==> src/rtl/bz_pkg.sv <==
// ----------------------------------------------------------------------------
// bz_pkg
// Shared constants, register map and pipeline control type for the cubic
// Bezier evaluator.
// ----------------------------------------------------------------------------
package bz_pkg;

    localparam int T_FRAC_BITS_DEF = 12;
    localparam int COORD_BITS_DEF  = 10;

    localparam int NUM_REGS   = 8;
    localparam int APB_ADDR_W = 5;   // byte address, registers at 4*i
    localparam int APB_DATA_W = 32;

    typedef logic [2:0] reg_idx_t;

    localparam reg_idx_t REG_P0_X = 3'd0;
    localparam reg_idx_t REG_P0_Y = 3'd1;
    localparam reg_idx_t REG_P1_X = 3'd2;
    localparam reg_idx_t REG_P1_Y = 3'd3;
    localparam reg_idx_t REG_P2_X = 3'd4;
    localparam reg_idx_t REG_P2_Y = 3'd5;
    localparam reg_idx_t REG_P3_X = 3'd6;
    localparam reg_idx_t REG_P3_Y = 3'd7;

    // control travelling alongside each pipeline level
    typedef struct packed {
        logic valid;
        logic at_end;
    } stage_ctrl_t;

endpackage

==> src/rtl/bz_cell.sv <==
// ----------------------------------------------------------------------------
// bz_cell
// One exact lerp cell: a*(1-t) + b*t, registered. Adds F fraction bits.
// ----------------------------------------------------------------------------
module bz_cell #(
    parameter int W = 10,
    parameter int F = 12
) (
    input  logic           aclk,
    input  logic           load,
    input  logic [W-1:0]   a,
    input  logic [W-1:0]   b,
    input  logic [F:0]     t,
    output logic [W+F-1:0] q
);

    localparam logic [F:0] T_ONE = (F+1)'(1) << F;

    logic [F:0]     t_comp;
    logic [W+F:0]   prod_a;
    logic [W+F:0]   prod_b;
    logic [W+F:0]   lerp_sum;
    logic [W+F-1:0] lerp_reg;

    always_comb begin
        t_comp   = T_ONE - t;
        prod_a   = a * t_comp;
        prod_b   = b * t;
        lerp_sum = prod_a + prod_b;
    end

    // convex combination: result never exceeds W+F bits
    always_ff @(posedge aclk) begin
        if (load) begin
            lerp_reg <= lerp_sum[W+F-1:0];
        end
    end

    assign q = lerp_reg;

endmodule

==> src/rtl/bz_level.sv <==
// ----------------------------------------------------------------------------
// bz_level
// One de Casteljau level: a row of N lerp cells per axis with its own
// valid register and ready chain.
// ----------------------------------------------------------------------------
module bz_level
    import bz_pkg::*;
#(
    parameter int W = 10,
    parameter int F = 12,
    parameter int N = 3
) (
    input  logic                          aclk,
    input  logic                          aresetn,
    input  stage_ctrl_t                   in_ctrl,
    input  logic [F:0]                    in_t,
    input  logic [1:0][N:0][W-1:0]        in_pts,
    output logic                          in_ready,
    output stage_ctrl_t                   out_ctrl,
    output logic [F:0]                    out_t,
    output logic [1:0][N-1:0][W+F-1:0]    out_pts,
    input  logic                          out_ready
);

    stage_ctrl_t ctrl_reg;
    logic [F:0]  t_reg;
    logic        load;

    assign in_ready = !ctrl_reg.valid || out_ready;
    assign load     = in_ctrl.valid && in_ready;

    always_ff @(posedge aclk) begin
        if (!aresetn) begin
            ctrl_reg <= '0;
        end else if (in_ready) begin
            ctrl_reg <= in_ctrl;
        end
    end

    always_ff @(posedge aclk) begin
        if (load) begin
            t_reg <= in_t;
        end
    end

    for (genvar ax = 0; ax < 2; ax++) begin : g_axis
        for (genvar k = 0; k < N; k++) begin : g_cell
            bz_cell #(
                .W (W),
                .F (F)
            ) u_cell (
                .aclk (aclk),
                .load (load),
                .a    (in_pts[ax][k]),
                .b    (in_pts[ax][k+1]),
                .t    (in_t),
                .q    (out_pts[ax][k])
            );
        end
    end

    assign out_ctrl = ctrl_reg;
    assign out_t    = t_reg;

endmodule

==> config.mk <==
export PLATFORM = sky130hd
export DESIGN_NAME = bz_level
export DESIGN_NICKNAME = d
export VERILOG_FILES = /design/src/rtl/bz_pkg.sv /design/src/rtl/bz_cell.sv /design/src/rtl/bz_level.sv
export SDC_FILE = /design/constraint.sdc
export NUM_CORES = 2
export LEC_CHECK = 0
export BUFFER_PORTS_ARGS = -buffer_cell sky130_fd_sc_hd__buf_2
export CAP_MARGIN = 5
export CORE_MARGIN = 2
export CORE_UTILIZATION = 66
export DETAILED_ROUTE_END_ITERATION = 8
export GPL_ROUTABILITY_DRIVEN = 0
export HOLD_SLACK_MARGIN = 0.03
export PLACE_DENSITY_LB_ADDON = 0.2
export SLEW_MARGIN = 5
export SYNTH_ARGS = -nofsm -noshare
export SYNTH_HDL_FRONTEND = slang
export SYNTH_SLANG_ARGS = --single-unit
==> constraint.sdc <==
create_clock -name aclk -period 9.96 [get_ports aclk]
set_input_delay 0.996 -clock aclk [delete_from_list [all_inputs] [get_ports aclk]]
set_output_delay 0.996 -clock aclk [all_outputs]
set_load 0.05 [all_outputs]
==> results.yml <==
sta:
  drv_slew: 0
  fin_crit_sh_pct: 88.07
  max_freq_ghz: 0.1140
  clock_skew_ns: 0.01013
  rsz0062_at_grt: "no"
  holdWs_ns: 0.4656
  tightest_slew_ns: 0.8953
  hold_violations: 0
  period_needed_ns: 8.772
  finalSetupTns_ns: 0
  slew_headroom_pct: 40.22
  finalSetupViolCount: 0
cts:
  cts_buffers: 17
  post_cts_buffers: 0
  clock_latency_ns: 0.51
  postCtsHoldBufs: 0
  cts_tree: "done"
  clockRootBuffer: "clkbuf_16"
  cts.repair.resized: 0
  cts_sinks: 147
  clock_path_buffers: 2
  clk_pin_slew_ns: 0.07
  cts_max_level: 4
synthesis:
  ys_seq_area_share_pct: 7.964
  ys.flop_type: "edfxtp_1"
  synth.distinct_cells: 63
  yosysTopAreaCell: "fa_1"
  ys_ff_latch: 147
  synth_area_mm2: 0.05518
  syn_avg_cell_area_um2: 9.411
  synth_cells: 5863
  async_flop_share_pct: 0
  synth_area_leaders: "fa_1 (45%), ha_1 (13%), and2_1 (10%)"
  synth_top_area_share_pct: 45.28
  synth_enable_flop_cells: 145
  syn_nets: 7774
  yosys_warnings: 0
critical_path:
  r2r_start: "out_ctrl[1]"
  cp_max_fo: 54
  cp_slowest_stage_delay_ns: 0.52
  rr_worst_depth: 4
  cp_slowest_cell: "fa_1"
  critPathLaunchType: "input port"
  ff2ff_setup_slack_ns: 7.70
  r2r-end: "g_axis[1].g_cell[1].u_cell.q[18]"
  cp-end-kind: "flop"
  critPathMostFrequentCell: "fa_1"
  critPathKind: "input port to flop"
  cp.required_ns: 10.22
  worst-endpoint-arrival_ns: 9.03
  cp_top_family: "adder cells"
  crit_buf_inv: 6
finish:
  seqCellArea_mm2: 0.004394
  nets: 7811
  area_growth_pct: 5.036
  most-common-layout-cells: "inv_1 (1474), fa_1 (1248), and2_1 (888)"
  drive_gt1_share_pct: 6.071
  fill_cells: 6391
  layout_commonest_cell: "inv_1"
  multi_input_area_mm2: 0.04432
floorplanning:
  die-area_mm2: 0.08593
  core_mm2: 0.08316
  die_y_um: 293.1
  die-width_um: 293.1
  io_pins: 246
  start_util_pct: 66.35
  rows: 106
worst_hold_path:
  min_path_type: "flop to flop"
  hold_path_depth: 2
  hold_end: "out_ctrl[0]"
  hold_start: "out_ctrl[0]"
detailed_routing:
  wl_per_cell_um: 19.37
  wirelength_mm: 135.5
  postRouteAntennaNets: 0
  first_pass_iters: 6
  via_count: 39022
  drt_iter0_drc: 2809
  avgViaCountPerCell: 5.575
  drc_errors: 0
grt:
  grt-ovfl-total: 0
  grt_pass1_wl_mm: 224.0
  grt_max_degree: 62
  grt_pass1_vias: 41946
  antenna_found_initial: 9
  grt_usage_pct: 33.69
place:
  port_buffers: 245
  dpl.hpwl_mm: 103.7
job:
  drv_cap: 0
status:
  outcome: "finished clean"
[flip-flops by register name, indices dropped and copies added (netlist names)]
signal and cells:
g_axis.g_cell.u_cell.q 132, out_ctrl 2, out_t 13
[cell type report]
class | count | area share (%)
clock buffer | 18 | 0.7578
multi-input combinational | 3957 | 76.47
timing repair buffer | 303 | 3.035
inverter | 1474 | 9.547
tap | 1080 | 2.332
antenna | 6 | 0.02591
clock inverter | 14 | 0.2483
sequential | 147 | 7.582
[synth_stat cells, types with 4 or more instances]
master,count
o21a_1,16
xor2_1,36
a211o_1,5
or3_1,5
buf_1,14
nor2_1,63
inv_1,1474
nor4_1,6
a31oi_1,10
o211ai_1,4
a21o_1,40
nor2b_1,8
or4_1,4
and3_1,6
edfxtp_1,145
a211oi_1,14
and2_1,889
o21ai_1,13
nand3_1,20
nand2_1,668
a21oi_1,70
xnor2_1,144
o31ai_1,6
nor3_1,18
fa_1,1248
clkbuf_1,268
o21bai_1,18
o21ai_0,30
ha_1,565
[worst max path at each step]
stage,start,to,slack [ns],cells past startpoint
2_1_floorplan,in_t[0],g_axis[1].g_cell[2].u_cell.q[21],1.94,26
3_3_place_gp,in_t[7],g_axis[1].g_cell[0].u_cell.q[21],0.51,25
3_5_place_dp,in_t[3],g_axis[1].g_cell[1].u_cell.q[21],0.82,26
4_1_cts,in_t[3],g_axis[1].g_cell[1].u_cell.q[21],1.30,26
5_1_grt,in_t[2],g_axis[1].g_cell[2].u_cell.q[21],0.84,24
6_report,in_t[3],g_axis[1].g_cell[1].u_cell.q[21],1.19,26
[worst register-to-register path, stage by stage (launching register included)]
cell     delay, ns
dfxtp_1       0.31
nor2b_1       0.15
inv_1         0.10
and2_4        0.47
buf_4         0.77
[cells by family after synthesis]
logic type	Yosys count	share of synthesized area (%)
adders and majority gates	1813	58.09
xor gates and xnor gates	180	2.857
DFF	147	7.964
buffers and inverters	1759	11.97
and+or+nand+nor	1699	15.90
AOI/OAI and AO/OA	265	3.218
[metrics by stage]
stage	instances	worst slack (ns)	util, %	instance area, µm²
after floorplan	5863	1.938	-	55180
after global placement	6960	0.5063	68.97	57350
after detailed placement	6961	0.8221	68.97	57360
after CTS	6993	1.303	69.68	57940
after global routing	6998	0.8381	69.69	57950
final	6999	1.188	69.69	57960
[per-layer routing]
layer,global-route usage (%),share of wire [%],vias up
met5,0,0.021,-
met3,6.362,9.7,219
met4,10.37,3.2,4
li1,-,-,17143
met1,48.28,41,19922
met2,52.57,46,1734
Power is left out: the tool's default activity adds up to more than one toggle a clock period on the data nets, which glitch-free logic cannot reach.
